==> config.mk <==
export PLATFORM = sky130hd
export DESIGN_NAME = packbits_row_encoder_top
export DESIGN_NICKNAME = d
export VERILOG_FILES = /design/src/rtl/core/pkb_pkg.sv /design/src/rtl/core/pkb_cmd_fifo.sv /design/src/rtl/core/pkb_front.sv /design/src/rtl/core/pkb_back.sv /design/src/rtl/core/packbits_row_encoder_top.sv
export SDC_FILE = /design/constraint.sdc
export NUM_CORES = 2
export LEC_CHECK = 0
export BUFFER_PORTS_ARGS = -buffer_cell sky130_fd_sc_hd__buf_4
export CAP_MARGIN = 20
export CORE_MARGIN = 3
export CORE_UTILIZATION = 40
export CTS_BUF_LIST = sky130_fd_sc_hd__clkbuf_4
export CTS_CLUSTER_DIAMETER = 150
export DETAILED_ROUTE_END_ITERATION = 8
export PLACE_DENSITY = 0.57
export SYNTH_ARGS = -nofsm -noshare
export SYNTH_HDL_FRONTEND = slang
export SYNTH_SLANG_ARGS = --single-unit
==> constraint.sdc <==
create_clock -name aclk -period 13.8 [get_ports aclk]
set_input_delay 1.38 -clock aclk [delete_from_list [all_inputs] [get_ports aclk]]
set_output_delay 1.38 -clock aclk [all_outputs]
set_load 0.05 [all_outputs]
==> src/rtl/core/pkb_pkg.sv <==
package pkb_pkg;

    // packet limits
    localparam int MAX_PACKET = 127;
    localparam int BREAK_RUN  = 4;

    // literal buffer: one bank holds the open literal packet
    localparam int LIT_DEPTH = 128;
    localparam int IDX_W     = $clog2(LIT_DEPTH);
    localparam int CNT_W     = $clog2(MAX_PACKET + 1);
    localparam int FILL_W    = $clog2(BREAK_RUN);

    // command queue between front and back
    localparam int CMD_DEPTH = 4;
    localparam int CMD_PTR_W = $clog2(CMD_DEPTH);

    localparam int WORD_BYTES = 8;
    localparam int LANE_W     = $clog2(WORD_BYTES);

    localparam logic [8:0] REPEAT_HDR_BASE = 9'h101;

    typedef enum logic {
        CMD_REPEAT,
        CMD_LITERAL
    } cmd_kind_t;

    typedef struct packed {
        cmd_kind_t        kind;
        logic [CNT_W-1:0] cnt;
        logic [7:0]       value;
        logic             bank;
        logic             last;
        logic             row_end;
        logic             strip_end;
    } cmd_t;

    typedef struct packed {
        logic             en;
        logic             bank;
        logic [IDX_W-1:0] idx;
        logic [7:0]       data;
    } lit_wr_t;

endpackage

==> src/rtl/core/pkb_cmd_fifo.sv <==
module pkb_cmd_fifo
    import pkb_pkg::*;
(
    input  logic aclk,
    input  logic aresetn,
    input  logic push,
    input  cmd_t push_cmd,
    input  logic pop,
    output cmd_t head_cmd,
    output logic empty,
    output logic room2
);

    cmd_t                 entry_reg [CMD_DEPTH];
    logic [CMD_PTR_W-1:0] wr_ptr_reg;
    logic [CMD_PTR_W-1:0] rd_ptr_reg;
    logic [CMD_PTR_W:0]   level_reg;

    always_ff @(posedge aclk) begin
        if (push) begin
            entry_reg[wr_ptr_reg] <= push_cmd;
        end
    end

    always_ff @(posedge aclk) begin
        if (!aresetn) begin
            wr_ptr_reg <= '0;
            rd_ptr_reg <= '0;
            level_reg  <= '0;
        end else begin
            if (push) begin
                wr_ptr_reg <= wr_ptr_reg + CMD_PTR_W'(1);
            end
            if (pop) begin
                rd_ptr_reg <= rd_ptr_reg + CMD_PTR_W'(1);
            end
            if (push && !pop) begin
                level_reg <= level_reg + (CMD_PTR_W+1)'(1);
            end else if (pop && !push) begin
                level_reg <= level_reg - (CMD_PTR_W+1)'(1);
            end
        end
    end

    assign head_cmd = entry_reg[rd_ptr_reg];
    assign empty    = (level_reg == '0);
    assign room2    = (level_reg <= (CMD_PTR_W+1)'(CMD_DEPTH - 2));

endmodule

==> src/rtl/core/pkb_front.sv <==
module pkb_front
    import pkb_pkg::*;
(
    input  logic        aclk,
    input  logic        aresetn,
    input  logic        s_valid,
    output logic        s_ready,
    input  logic [7:0]  s_in_byte,
    input  logic [15:0] row_bytes,
    input  logic [15:0] rows_per_strip,
    input  logic        q_room2,
    output logic        q_push,
    output cmd_t        q_cmd,
    output lit_wr_t     lit_wr,
    input  logic [1:0]  bank_release
);

    typedef enum logic [1:0] {
        MODE_IDLE,
        MODE_FIRST,
        MODE_REPEAT,
        MODE_LITERAL
    } mode_t;

    mode_t             mode_reg, mode_next;
    logic [CNT_W-1:0]  count_reg, count_next;
    logic [FILL_W-1:0] fill_reg, fill_next;
    logic [7:0]        run_byte_reg, run_byte_next;
    logic [15:0]       col_reg, col_next;
    logic [15:0]       row_reg, row_next;
    logic              bank_reg, bank_next;
    logic [1:0]        busy_reg, busy_next;
    logic              pend_reg, pend_next;
    cmd_t              pend_cmd_reg, pend_cmd_next;

    logic        accept, match, full_lit, check;
    logic        bank_mid;
    logic        c1_v, c2_v;
    cmd_t        c1, c2;
    logic [15:0] col_inc, row_inc;
    logic        row_done, strip_done;

    function automatic cmd_t mk_cmd(cmd_kind_t k, logic [CNT_W-1:0] n, logic [7:0] v,
                                    logic bk);
        cmd_t c;
        c           = '0;
        c.kind      = k;
        c.cnt       = n;
        c.value     = v;
        c.bank      = bk;
        return c;
    endfunction

    always_comb begin
        full_lit = (mode_reg == MODE_LITERAL) && (count_reg >= CNT_W'(MAX_PACKET));
        // start_first writes the active bank; a full literal restarts in the other one
        s_ready  = !pend_reg && q_room2 && !busy_reg[bank_reg] &&
                   !(full_lit && busy_reg[~bank_reg]);
        accept   = s_valid && s_ready;
        match    = (s_in_byte == run_byte_reg);

        mode_next     = mode_reg;
        count_next    = count_reg;
        fill_next     = fill_reg;
        run_byte_next = run_byte_reg;
        bank_mid      = bank_reg;
        check         = 1'b0;
        c1_v          = 1'b0;
        c1            = '0;
        c2_v          = 1'b0;
        c2            = '0;
        lit_wr        = '0;

        unique case (mode_reg)
            MODE_IDLE: begin
                lit_wr        = '{en: 1'b1, bank: bank_reg, idx: '0, data: s_in_byte};
                run_byte_next = s_in_byte;
                count_next    = CNT_W'(1);
                fill_next     = '0;
                mode_next     = MODE_FIRST;
            end
            MODE_FIRST: begin
                if (match) begin
                    count_next = CNT_W'(2);
                    fill_next  = '0;
                    mode_next  = MODE_REPEAT;
                    if (MAX_PACKET <= 2) begin
                        c1_v       = 1'b1;
                        c1         = mk_cmd(CMD_REPEAT, CNT_W'(2), s_in_byte, bank_reg);
                        mode_next  = MODE_IDLE;
                        count_next = '0;
                    end
                end else begin
                    lit_wr        = '{en: 1'b1, bank: bank_reg, idx: IDX_W'(1),
                                      data: s_in_byte};
                    count_next    = CNT_W'(2);
                    run_byte_next = s_in_byte;
                    fill_next     = FILL_W'(1);
                    mode_next     = MODE_LITERAL;
                    check         = 1'b1;
                end
            end
            MODE_REPEAT: begin
                if (match) begin
                    count_next = count_reg + CNT_W'(1);
                    if (count_next >= CNT_W'(MAX_PACKET)) begin
                        c1_v       = 1'b1;
                        c1         = mk_cmd(CMD_REPEAT, count_next, run_byte_reg, bank_reg);
                        mode_next  = MODE_IDLE;
                        count_next = '0;
                    end
                end else begin
                    c1_v          = 1'b1;
                    c1            = mk_cmd(CMD_REPEAT, count_reg, run_byte_reg, bank_reg);
                    lit_wr        = '{en: 1'b1, bank: bank_reg, idx: '0, data: s_in_byte};
                    run_byte_next = s_in_byte;
                    count_next    = CNT_W'(1);
                    fill_next     = '0;
                    mode_next     = MODE_FIRST;
                end
            end
            MODE_LITERAL: begin
                if (match && fill_reg == FILL_W'(BREAK_RUN - 1)) begin
                    // run of BREAK_RUN: literal keeps the bytes before it
                    c1_v          = 1'b1;
                    c1            = mk_cmd(CMD_LITERAL, count_reg - CNT_W'(BREAK_RUN - 1),
                                           run_byte_reg, bank_reg);
                    bank_mid      = ~bank_reg;
                    run_byte_next = s_in_byte;
                    count_next    = CNT_W'(BREAK_RUN);
                    fill_next     = '0;
                    mode_next     = MODE_REPEAT;
                end else if (full_lit) begin
                    c1_v          = 1'b1;
                    c1            = mk_cmd(CMD_LITERAL, count_reg, run_byte_reg, bank_reg);
                    bank_mid      = ~bank_reg;
                    lit_wr        = '{en: 1'b1, bank: ~bank_reg, idx: '0, data: s_in_byte};
                    run_byte_next = s_in_byte;
                    count_next    = CNT_W'(1);
                    fill_next     = '0;
                    mode_next     = MODE_FIRST;
                end else begin
                    lit_wr     = '{en: 1'b1, bank: bank_reg, idx: IDX_W'(count_reg),
                                   data: s_in_byte};
                    count_next = count_reg + CNT_W'(1);
                    if (match) begin
                        fill_next = fill_reg + FILL_W'(1);
                    end else begin
                        run_byte_next = s_in_byte;
                        fill_next     = FILL_W'(1);
                    end
                    check = 1'b1;
                end
            end
        endcase

        // full literal closes unless its tail may still grow into a run
        if (check && count_next >= CNT_W'(MAX_PACKET) &&
            fill_next != FILL_W'(BREAK_RUN - 1)) begin
            c1_v       = 1'b1;
            c1         = mk_cmd(CMD_LITERAL, count_next, run_byte_next, bank_reg);
            bank_mid   = ~bank_reg;
            mode_next  = MODE_IDLE;
            count_next = '0;
            fill_next  = '0;
        end

        // row end counts as a mismatch and closes the open packet
        col_inc    = col_reg + 16'd1;
        row_inc    = row_reg + 16'd1;
        row_done   = (col_inc == row_bytes);
        strip_done = row_done && (row_inc == rows_per_strip);
        bank_next  = bank_mid;
        col_next   = row_done ? 16'd0 : col_inc;
        row_next   = row_reg;
        if (row_done) begin
            row_next = strip_done ? 16'd0 : row_inc;
            unique case (mode_next)
                MODE_FIRST: begin
                    c2_v      = 1'b1;
                    c2        = mk_cmd(CMD_LITERAL, CNT_W'(1), run_byte_next, bank_mid);
                    bank_next = ~bank_mid;
                end
                MODE_LITERAL: begin
                    c2_v      = 1'b1;
                    c2        = mk_cmd(CMD_LITERAL, count_next, run_byte_next, bank_mid);
                    bank_next = ~bank_mid;
                end
                MODE_REPEAT: begin
                    c2_v = 1'b1;
                    c2   = mk_cmd(CMD_REPEAT, count_next, run_byte_next, bank_mid);
                end
                MODE_IDLE: begin
                    c2_v = 1'b0;
                end
            endcase
            mode_next  = MODE_IDLE;
            count_next = '0;
            fill_next  = '0;
        end

        // step flags ride on the last command of the step
        if (c2_v) begin
            c2.last      = 1'b1;
            c2.row_end   = row_done;
            c2.strip_end = strip_done;
        end else begin
            c1.last      = 1'b1;
            c1.row_end   = row_done;
            c1.strip_end = strip_done;
        end

        pend_next     = accept && c1_v && c2_v;
        pend_cmd_next = c2;
        q_push        = 1'b0;
        q_cmd         = c1;
        if (pend_reg) begin
            q_push = 1'b1;
            q_cmd  = pend_cmd_reg;
        end else if (accept) begin
            q_push = c1_v || c2_v;
            q_cmd  = c1_v ? c1 : c2;
        end

        busy_next = busy_reg & ~bank_release;
        if (accept && c1_v && c1.kind == CMD_LITERAL) begin
            busy_next[bank_reg] = 1'b1;
        end
        if (accept && c2_v && c2.kind == CMD_LITERAL) begin
            busy_next[bank_mid] = 1'b1;
        end

        if (!accept) begin
            lit_wr.en = 1'b0;
        end
    end

    always_ff @(posedge aclk) begin
        if (!aresetn) begin
            mode_reg     <= MODE_IDLE;
            count_reg    <= '0;
            fill_reg     <= '0;
            run_byte_reg <= '0;
            col_reg      <= '0;
            row_reg      <= '0;
            bank_reg     <= 1'b0;
            busy_reg     <= '0;
            pend_reg     <= 1'b0;
        end else begin
            busy_reg <= busy_next;
            pend_reg <= pend_next;
            if (accept) begin
                mode_reg     <= mode_next;
                count_reg    <= count_next;
                fill_reg     <= fill_next;
                run_byte_reg <= run_byte_next;
                col_reg      <= col_next;
                row_reg      <= row_next;
                bank_reg     <= bank_next;
            end
        end
        if (pend_next) begin
            pend_cmd_reg <= pend_cmd_next;
        end
    end

endmodule

==> src/rtl/core/pkb_back.sv <==
module pkb_back
    import pkb_pkg::*;
(
    input  logic        aclk,
    input  logic        aresetn,
    input  cmd_t        head_cmd,
    input  logic        q_empty,
    output logic        q_pop,
    input  lit_wr_t     lit_wr,
    output logic [1:0]  bank_release,
    output logic        m_valid,
    input  logic        m_ready,
    output logic [63:0] m_out_word,
    output logic [3:0]  m_byte_count,
    output logic        m_row_end,
    output logic        m_strip_end,
    output logic        m_last_of_item
);

    typedef enum logic {
        PH_HEAD,
        PH_BODY
    } phase_t;

    // two banks of literal bytes, bank select on top
    logic [7:0] lit_mem [2*LIT_DEPTH];

    phase_t            phase_reg;
    logic [IDX_W-1:0]  idx_reg;
    logic              p_valid_reg;
    logic              p_from_mem_reg;
    logic [7:0]        p_byte_reg;
    logic              p_last_reg, p_row_reg, p_strip_reg;
    logic [7:0]        mem_q_reg;
    logic [63:0]       acc_reg;
    logic [LANE_W-1:0] acc_cnt_reg;
    logic              m_valid_reg;
    logic [63:0]       m_word_reg;
    logic [3:0]        m_count_reg;
    logic              m_row_reg, m_strip_reg, m_last_reg;

    logic        out_free, take, advance, issue, flush;
    logic        slot_mem, cmd_end;
    logic [7:0]  slot_byte, hdr_byte, p_data;
    logic [63:0] word_with;

    always_comb begin
        out_free = !m_valid_reg || m_ready;
        take     = p_valid_reg && out_free;
        advance  = !p_valid_reg || take;
        issue    = advance && !q_empty;

        if (head_cmd.kind == CMD_REPEAT) begin
            hdr_byte = 8'(REPEAT_HDR_BASE - 9'(head_cmd.cnt));
        end else begin
            hdr_byte = 8'(head_cmd.cnt) - 8'd1;
        end

        slot_mem  = 1'b0;
        slot_byte = hdr_byte;
        cmd_end   = 1'b0;
        unique case (phase_reg)
            PH_HEAD: begin
                slot_byte = hdr_byte;
            end
            PH_BODY: begin
                if (head_cmd.kind == CMD_REPEAT) begin
                    slot_byte = head_cmd.value;
                    cmd_end   = 1'b1;
                end else begin
                    slot_mem = 1'b1;
                    cmd_end  = ((CNT_W'(idx_reg) + CNT_W'(1)) == head_cmd.cnt);
                end
            end
        endcase

        q_pop        = issue && cmd_end;
        bank_release = '0;
        if (issue && slot_mem && cmd_end) begin
            bank_release[head_cmd.bank] = 1'b1;
        end

        p_data = p_from_mem_reg ? mem_q_reg : p_byte_reg;
        flush  = p_last_reg || (acc_cnt_reg == LANE_W'(WORD_BYTES - 1));
        for (int i = 0; i < WORD_BYTES; i++) begin
            word_with[8*i +: 8] = (acc_cnt_reg == LANE_W'(i)) ? p_data : acc_reg[8*i +: 8];
        end
    end

    always_ff @(posedge aclk) begin
        if (lit_wr.en) begin
            lit_mem[{lit_wr.bank, lit_wr.idx}] <= lit_wr.data;
        end
        if (issue && slot_mem) begin
            mem_q_reg <= lit_mem[{head_cmd.bank, idx_reg}];
        end
    end

    always_ff @(posedge aclk) begin
        if (!aresetn) begin
            phase_reg   <= PH_HEAD;
            idx_reg     <= '0;
            p_valid_reg <= 1'b0;
            acc_reg     <= '0;
            acc_cnt_reg <= '0;
            m_valid_reg <= 1'b0;
        end else begin
            if (issue) begin
                unique case (phase_reg)
                    PH_HEAD: begin
                        phase_reg <= PH_BODY;
                        idx_reg   <= '0;
                    end
                    PH_BODY: begin
                        if (cmd_end) begin
                            phase_reg <= PH_HEAD;
                        end else begin
                            idx_reg <= idx_reg + IDX_W'(1);
                        end
                    end
                endcase
            end
            if (advance) begin
                p_valid_reg    <= issue;
                p_from_mem_reg <= slot_mem;
                p_byte_reg     <= slot_byte;
                p_last_reg     <= cmd_end && head_cmd.last;
                p_row_reg      <= cmd_end && head_cmd.row_end;
                p_strip_reg    <= cmd_end && head_cmd.strip_end;
            end
            if (take) begin
                if (flush) begin
                    acc_reg     <= '0;
                    acc_cnt_reg <= '0;
                end else begin
                    acc_reg     <= word_with;
                    acc_cnt_reg <= acc_cnt_reg + LANE_W'(1);
                end
            end
            if (take && flush) begin
                m_valid_reg <= 1'b1;
                m_word_reg  <= word_with;
                m_count_reg <= 4'(acc_cnt_reg) + 4'd1;
                m_row_reg   <= p_row_reg;
                m_strip_reg <= p_strip_reg;
                m_last_reg  <= p_last_reg;
            end else if (m_ready) begin
                m_valid_reg <= 1'b0;
            end
        end
    end

    assign m_valid        = m_valid_reg;
    assign m_out_word     = m_word_reg;
    assign m_byte_count   = m_count_reg;
    assign m_row_end      = m_row_reg;
    assign m_strip_end    = m_strip_reg;
    assign m_last_of_item = m_last_reg;

endmodule

==> src/rtl/core/packbits_row_encoder_top.sv <==
// PackBits row encoder. Raw bytes enter one per transaction on the s_ channel and
// leave as a PackBits stream packed into words of up to eight bytes (first byte in
// bits 7:0, unused upper bytes zero) on the m_ channel; every row is coded on its
// own. A front end runs the packet state machine and writes literal bytes into one
// of two 128-byte banks; finished packets go as commands through a four-entry queue
// to a back end that emits one encoded byte per clock unless the output stalls,
// reading literal bytes from the bank read port, and packs the words. When an
// input byte closes two packets at once, the second command waits in a pending
// register and no new byte is taken until it is queued. Encoded output includes
// headers: n + 1 bytes for a literal packet of n bytes, two for a repeat packet.
// The front also stalls while the queue holds more than two commands or while
// the bank it must write next is still being read out. Config registers (APB,
// byte address 0: row_bytes, 4: rows_per_strip, both reset to 1) must be written
// only while the block is idle; the block itself does not enforce this.
module packbits_row_encoder_top
    import pkb_pkg::*;
(
    input  logic        aclk,
    input  logic        aresetn,
    // APB config port
    input  logic        psel,
    input  logic        penable,
    input  logic        pwrite,
    input  logic [2:0]  paddr,
    input  logic [31:0] pwdata,
    output logic [31:0] prdata,
    output logic        pready,
    // raw byte input
    input  logic        s_valid,
    output logic        s_ready,
    input  logic [7:0]  s_in_byte,
    // encoded word output
    output logic        m_valid,
    input  logic        m_ready,
    output logic [63:0] m_out_word,
    output logic [3:0]  m_byte_count,
    output logic        m_row_end,
    output logic        m_strip_end,
    output logic        m_last_of_item
);

    // register index is paddr[2]
    localparam logic REG_ROW_BYTES      = 1'b0;
    localparam logic REG_ROWS_PER_STRIP = 1'b1;

    logic [15:0] row_bytes_reg;
    logic [15:0] rows_per_strip_reg;
    logic        cfg_wr;

    // front <-> queue <-> back
    logic    q_push, q_pop, q_empty, q_room2;
    cmd_t    q_cmd, head_cmd;
    lit_wr_t lit_wr;
    logic [1:0] bank_release;

    assign pready = 1'b1;
    assign cfg_wr = psel && penable && pwrite && pready;

    always_ff @(posedge aclk) begin
        if (!aresetn) begin
            row_bytes_reg      <= 16'd1;
            rows_per_strip_reg <= 16'd1;
        end else if (cfg_wr) begin
            unique case (paddr[2])
                REG_ROW_BYTES:      row_bytes_reg      <= pwdata[15:0];
                REG_ROWS_PER_STRIP: rows_per_strip_reg <= pwdata[15:0];
            endcase
        end
    end

    always_comb begin
        unique case (paddr[2])
            REG_ROW_BYTES:      prdata = {16'd0, row_bytes_reg};
            REG_ROWS_PER_STRIP: prdata = {16'd0, rows_per_strip_reg};
        endcase
    end

    // packet state machine, literal bank writes, command issue
    pkb_front u_front (
        .aclk           (aclk),
        .aresetn        (aresetn),
        .s_valid        (s_valid),
        .s_ready        (s_ready),
        .s_in_byte      (s_in_byte),
        .row_bytes      (row_bytes_reg),
        .rows_per_strip (rows_per_strip_reg),
        .q_room2        (q_room2),
        .q_push         (q_push),
        .q_cmd          (q_cmd),
        .lit_wr         (lit_wr),
        .bank_release   (bank_release)
    );

    // packet commands in flight
    pkb_cmd_fifo u_cmd_fifo (
        .aclk     (aclk),
        .aresetn  (aresetn),
        .push     (q_push),
        .push_cmd (q_cmd),
        .pop      (q_pop),
        .head_cmd (head_cmd),
        .empty    (q_empty),
        .room2    (q_room2)
    );

    // byte sequencer, literal banks, word packer and output register
    pkb_back u_back (
        .aclk           (aclk),
        .aresetn        (aresetn),
        .head_cmd       (head_cmd),
        .q_empty        (q_empty),
        .q_pop          (q_pop),
        .lit_wr         (lit_wr),
        .bank_release   (bank_release),
        .m_valid        (m_valid),
        .m_ready        (m_ready),
        .m_out_word     (m_out_word),
        .m_byte_count   (m_byte_count),
        .m_row_end      (m_row_end),
        .m_strip_end    (m_strip_end),
        .m_last_of_item (m_last_of_item)
    );

endmodule

== Yosys cells after proc, flatten, opt, wreduce, memory -nomap -nowiden ==
Memories as Yosys holds them, arrays and structs flattened. A register that Yosys moved wholly into a read port is not among the register bits.
Cells that the tools add are included.

* Bits in registers: 274
* Memory bits (writable): 2128
* Word-level logic and storage cells: 264
* Input bits: 50
* Output and inout port bits: 106
* Memories kept: 2
* Memory bits (read-only): 0
* Latch bits: 0

* Multiplexer cells: 114
* $mul: 0
* Shift-type cells: 0
* Bitwise logic cells: 8
* Reductions and logical operators: 58
* $add $sub $neg: 14
* Divide/modulo/power cells: 0
* Magnitude comparators: 11
* Equal/unequal tests: 20

{| class="wikitable"
|+ Memories
! memory !! depth !! width !! read ports !! clocked after Yosys merged registers in !! write ports !! line !! source
|-
| u_back.lit_mem || 256 || 8 || 1 || 1 || 1 || pkb_back.sv:26 || <nowiki>logic [7:0] lit_mem [2*LIT_DEPTH];</nowiki>
|-
| u_cmd_fifo.entry_reg || 4 || 20 || 1 || 1 || 1 || pkb_cmd_fifo.sv:14 || <nowiki>cmd_t entry_reg [CMD_DEPTH];</nowiki>
|}

{| class="wikitable"
|+ Operator list
! operator !! number
|-
| two-way mux 20 bit || 7
|-
| two-way mux 8 bit || 14
|-
| one-hot mux 17 bit (4 select lines) || 1
|-
| two-way mux 64 bit || 1
|-
| one-hot mux 32 bit (2 select lines) || 1
|-
| one-hot mux 20 bit (3 select lines) || 1
|-
| two-way mux 17 bit || 3
|-
| two-way mux 7 bit || 7
|-
| two-way mux 16 bit || 3
|-
| one-hot mux 20 bit (2 select lines) || 1
|-
| two-way mux 1 bit || 38
|-
| two-way mux 19 bit || 2
|-
| two-way mux 2 bit || 17
|-
| adder 16 x 1 -> 16 bit, second input constant || 2
|-
| equality test 16 bit || 2
|-
| logical AND 1 bit || 31
|-
| one-hot mux 7 bit (4 select lines) || 1
|-
| one-hot mux 8 bit (3 select lines) || 1
|-
| greater-or-equal comparator 7 bit, second input constant || 3
|-
| one-hot mux 2 bit (4 select lines) || 2
|-
| one-hot mux 8 bit (2 select lines) || 1
|-
| two-way mux 3 bit || 5
|-
| adder 7 x 1 -> 7 bit, second input constant || 2
|-
| one-hot mux 7 bit (2 select lines) || 1
|-
| 32 further kinds || 78
|}

== Longest topological paths before layout ==
* Depth after elaboration: 20
* Depth in mapped cells: 21
* Mapped depth without buffers: 19

== Modules after synthesis ==
From an unflattened synthesis, not the netlist that was laid out.

* Cells, all modules: 5519
* Area total of the unflattened synthesis: 97472.2 um^2

{| class="wikitable"
|+ Modules (own cells, without submodules)
! module !! times used !! cells each !! sequential area each (um^2) !! area an instance (um^2)
|-
| pkb_back || 1 || 4445 || 65773.1 || 86506.7
|-
| pkb_front || 1 || 768 || 1701.6 || 6064.6
|-
| pkb_cmd_fifo || 1 || 147 || 2582.5 || 3328.2
|-
| packbits_row_encoder_top || 1 || 159 || 640.6 || 1572.8
|}

== Least setup slack after synthesis ==
No wires, ideal clock.

* Path kind: input -> register
* Start: input port aresetn
* End: register u_back.m_count_reg[0], in the netlist u_back.m_byte_count[0] (enable)
* Slack: 6.395 ns
* Arrival: 6.817 ns
* Stages on the path: 4
* Buffers on the path: 2
* Required time: 13.213 ns
* Library setup time: 0.587 ns
* Cells stage by stage: clkinv_1 > clkbuf_1 > buf_1 > nor3_1

* Cells in the longest elaborated chain, start to end: 1

{| class="wikitable"
|+ Ends and longest elaborated chain
! item !! line !! source
|-
| start: declaration || packbits_row_encoder_top.sv:19 || <nowiki>input logic aresetn,</nowiki>
|-
| AND reduction 2 bit (no line) || n/a ||
|-
| end signal: assignment || pkb_back.sv:143 || <nowiki>m_count_reg <= 4'(acc_cnt_reg) + 4'd1;</nowiki>
|-
| end: declaration || pkb_back.sv:39 || <nowiki>logic [3:0] m_count_reg;</nowiki>
|}

No other way between the ends.
A chain may end at the register's enable or synchronous reset.

== Worst setup path in the final report ==
* Start: register u_front.count_reg[1]
* End: register u_cmd_fifo.level_reg[1]

* Cells in the longest elaborated chain, start to end: 19
* Elaborated cells between the ends (all ways): 50
* Those cells by class: 1 x add/sub; 3 x order compare; 4 x eq/ne; 28 x mux; 14 x reduce/logical

{| class="wikitable"
|+ Ends and longest elaborated chain
! item !! line !! source
|-
| start: declaration || pkb_front.sv:26 || <nowiki>logic [CNT_W-1:0] count_reg, count_next;</nowiki>
|-
| start signal: assignment || pkb_front.sv:254 || <nowiki>count_reg <= count_next;</nowiki>
|-
| adder 7 x 1 -> 7 bit or greater-or-equal comparator 7 bit (tied branches) || pkb_front.sv:105, pkb_front.sv:145, pkb_front.sv:55 ||
|-
| greater-or-equal comparator 7 bit or logical AND 1 bit (tied branches) || pkb_front.sv:106, pkb_front.sv:55 ||
|-
| two-way mux 7 bit, on equally long branches || pkb_front.sv:106, pkb_front.sv:133 ||
|-
| two-way mux 7 bit, on equally long branches || pkb_front.sv:104, pkb_front.sv:123 ||
|-
| one-hot mux 7 bit (4 select lines) || pkb_front.sv:74 || <nowiki>unique case (mode_reg)</nowiki>
|-
| greater-or-equal comparator 7 bit || pkb_front.sv:158 || <nowiki>if (check && count_next >= CNT_W'(MAX_PACKET) &&</nowiki>
|-
| logical AND 1 bit (2 in series) || pkb_front.sv:158 ||
|-
| two-way mux 2 bit || pkb_front.sv:158 ||
|-
| [3 not listed] || n/a ||
|-
| two-way mux 1 bit || pkb_front.sv:176 || <nowiki>if (row_done) begin</nowiki>
|-
| logical OR 1 bit || pkb_front.sv:221 || <nowiki>q_push = c1_v || c2_v;</nowiki>
|-
| two-way mux 1 bit * || pkb_front.sv:220 || <nowiki>end else if (accept) begin</nowiki>
|-
| two-way mux 1 bit * || pkb_front.sv:217 || <nowiki>if (pend_reg) begin</nowiki>
|-
| via q_push || packbits_row_encoder_top.sv:51 || <nowiki>logic q_push, q_pop, q_empty, q_room2;</nowiki>
|-
| logical NOT 1 bit || pkb_cmd_fifo.sv:39 || <nowiki>end else if (pop && !push) begin</nowiki>
|-
| logical AND 1 bit || pkb_cmd_fifo.sv:39 ||
|-
| nonzero test 2 bit (no line) || n/a ||
|-
| end signal: assignment || pkb_cmd_fifo.sv:38 || <nowiki>level_reg <= level_reg + (CMD_PTR_W+1)'(1);</nowiki>
|-
| end signal: assignment || pkb_cmd_fifo.sv:40 || <nowiki>level_reg <= level_reg - (CMD_PTR_W+1)'(1);</nowiki>
|-
| end: declaration || pkb_cmd_fifo.sv:17 || <nowiki>logic [CMD_PTR_W:0] level_reg;</nowiki>
|}

The timed path passes the listed nets; every way through them passes the cells marked *.

==> flow_summary_export.csv <==
group,metric,value,unit
synth,synth_xor_area_share,0.720,%
placement,io_buffers,120,
cts,post-cts-setup-buffer-count,0,
die,rows,179,
critical_path,end_kind,"flop",
sta,clock-skew-final,108,ps
critical_path,slowest_delay,740,ps
cts,htreeDepth,6,
die,fp.dieH,497,µm
critical_path,cpLargestDelayFamily,"simple AND/OR/NAND/NOR gates",
cts,cts_tree,"done",
sta,worst_pin_slew,1060,ps
synth,synth.distinct_cells,76,
power,netSwitchingFraction,26.8,%
routing,drt_wl_total,238000,µm
routing,first_iter_violations,5076,
global_routing,grt_pass1_vias,52544,
critical_path,crit_chain,"ha_1 > xnor2_1 > o41ai_1 > a21oi_1 > a21oi_1 > o21ai_0 > nand2_1 > nand2_1 > ha_1 > nor2_1 > nor2_1 > inv_1 > ha_1 > inv_1 > fa_1 > mux2i_1 > nor2_1",
cells_and_area,largest_register_ffs,2048,
die,die_w,497,µm
power,internal_power,0.0127,W
cells_and_area,syn_to_final_growth,12.9,%
power,comb_power_share,14.9,%
sta,period_needed,6230,ps
sta,rsz0062_at_grt,"no",
synth,ys.flop_type,"edfxtp_1",
die,core_area,0.239,mm²
cells_and_area,fillCellCount,20648,
sta,max_slew_margin,27.5,%
cts,root_buffer,"clkbuf_4",
global_routing,grt_max_degree,209,
cells_and_area,nets,5649,
placement,dp_hpwl,138000,µm
critical_path,arrival,7410,ps
routing,routedWlPerCell,25.9,µm
sta,fin_ws,7570,ps
critical_path,critPathLaunchType,"flop",
cts,cts_buffer_depth,4,
die,pin_count,156,
synth,syn_area,0.0965,mm²
synth,ys_seq_area_share,73.3,%
global_routing,grt_pass1_wl,352000,µm
global_routing,grtUsageTotal,19.1,%
power,ir_worst_vdd,0.123,mV
synth,yosys_warnings,0,
cts,cts_made_buffers,636,
synth,synth-edff-count,2239,
power,p_sw,0.00466,W
critical_path,cp.required,14980,ps
sta,hold_viol_final,0,
routing,drc,0,
cts,cts.reportedPaths.clkPinSlew,60,ps
power,powerDensity,159,mW/mm²
critical_path,crit_buf_inv,2,
cts,cts_sinks,2412,
sta,timing.fmax,161,MHz
synth,synthAdderAreaFrac,0.345,%
routing,ant_nets,0,
routing,vias,51076,
routing,drtPass1Iterations,7,
sta,period_share,45.1,%
die,design.die.area,0.247,mm²
global_routing,antenna_found_initial,9,
critical_path,cpMaxStageDelayCell,"nand2_1",
synth,yosys-mux-area-fraction,16.5,%
global_routing,grt_overflow,0,
critical_path,crit_fanout,21,
worst_hold_path,hp-class,"in -> reg",
power,leakagePower,33.8,nW
synth,ys_async_sr_fraction,0,%
placement,gp_congestion,0.853,
die,initial_core_util,40.4,%
power,power,0.0174,W
cts,cts_resized,0,
cells_and_area,layout-drive-gt1-share,32.4,%
power,clock_power_share,34.6,%
synth,synth-simple-area-share,4.32,%
synth,syn_avg_cell_area,19.2,µm²
critical_path,path_class,"reg -> reg",
power,seqPwrFrac,50.5,%
cts,hold_buffers,0,
cells_and_area,final_common_cell,"edfxtp_1",
cells_and_area,layout_common_cells,"2239 x edfxtp_1, 922 x clkbuf_4, 692 x mux4_2",
synth,ys_ff_latch,2412,
placement,pre_cts_ws,7040,ps
flow_run,drv_cap,0,
synth,synth_compound_area_share,3.32,%
sta,tns,0,ps
synth,netlist_instances,5031,
routing,vias_per_cell,5.57,
cts,clk-insertion-delay-late,1340,ps
synth,synth_top_family_by_area,"multiplexers",
sta,drv_slew,0,
sta,setup_violations,0,
outcome,status,"complete, no violations",
==> metal layers <==
metal	GRT usage (%)	share of wire, %
met5	0	0
met4	5.59	2.2
met3	4.19	7.6
met2	29.8	48
met1	27.0	43
==> path summary, 6_finish.rpt <==
check / start / endpoint / slack, ps / cells past startpoint
max: u_front.count_reg[1] / u_cmd_fifo.level_reg[1] / 7570 / 17
min: pwdata[0] / rows_per_strip_reg[0] / 320 / 3
max reg2reg: u_front.count_reg[1] / u_cmd_fifo.level_reg[1] / 7570 / 17
min reg2reg: u_back.p_row_reg / u_back.m_row_end / 430 / 0
==> area by class of cell <==
cell class                 instances  area [µm²]  area share (%)
antenna                           13        32.5          0.0299
clock buffer                     922        6920            6.35
clock inverter                   140         778           0.714
inverter                          49         186           0.171
multi-input combinational       2257       24500            22.5
sequential                      2412       70700            64.9
tap                             3167        3960            3.64
timing repair buffer             217        1860            1.71
==> power by group through the flow <==
stage | registers [W] | clock network (W) | logic, W
after floorplan | 0.00904 | 0 | 0.00160
after global placement | 0.00892 | 0 | 0.00256
after detailed placement | 0.00892 | 0 | 0.00262
after CTS | 0.00877 | 0.00621 | 0.00262
after global routing | 0.00877 | 0.00662 | 0.00280
final | 0.00876 | 0.00602 | 0.00259
==> cell families (layout without fill, tap and decap cells) <==
logic type      Yosys count  after routing
mux                     722            722
buf+inv                 377           1328
flops                  2412           2412
simple gates            936            936
xor+xnor                 76             76
fa+ha+maj                26             26
compound gates          480            480
other cells               2             30
==> stage by stage <==
step           hold slack (ps)  instance area, µm²  cells  utilization, %
3_3_place_gp               405              101000   8091            42.3
3_5_place_dp               413              101000   8093            42.3
4_1_cts                    143              109000   9155            45.5
5_1_grt                    164              109000   9175            45.6
6_report                   318              109000   9177            45.6
2_1_floorplan              400               96600   5046               -
==> worst reg2reg max path: stages (launching register included) <==
cell and delay (ps):
dfxtp_1 590, ha_1 600, xnor2_1 230, o41ai_1 120, a21oi_1 470, a21oi_1 180, o21ai_0 580, nand2_1 690
nand2_1 740, ha_1 270, nor2_1 50, nor2_1 510, inv_1 110, ha_1 250, inv_1 70, fa_1 400
mux2i_1 160, nor2_1 70
==> cells in the mapped netlist (8+ instances only) <==
cell type,instances,area share (%)
nor2_1,442,1.7
nand2_1,226,0.88
a31oi_1,9,0.058
clkbuf_1,214,0.83
nand4_1,26,0.17
and2_1,23,0.15
mux2_2,16,0.19
a32o_1,10,0.10
nor2b_1,18,0.12
mux2i_1,14,0.15
o21ai_1,9,0.047
nor4_1,17,0.11
edfxtp_1,2239,70
a211oi_1,16,0.12
a21oi_1,105,0.54
nand2b_1,16,0.10
inv_1,47,0.18
buf_4,17,0.13
or3_1,10,0.065
or4_1,8,0.062
nor3_1,47,0.24
o41ai_1,11,0.10
ha_1,25,0.32
and4_1,12,0.11
mux4_2,692,16
buf_2,8,0.041
and3_1,11,0.071
a22oi_1,91,0.71
nand3_1,45,0.23
buf_1,89,0.35
a32oi_1,8,0.073
o21a_1,8,0.062
dfxtp_1,173,3.6
a311oi_1,10,0.091
xnor2_1,50,0.45
xor2_1,24,0.22
nor3b_1,9,0.070
o211ai_1,28,0.22
o21ai_0,97,0.50
o2bb2ai_1,13,0.12
(Power assumes the default switching activity.)
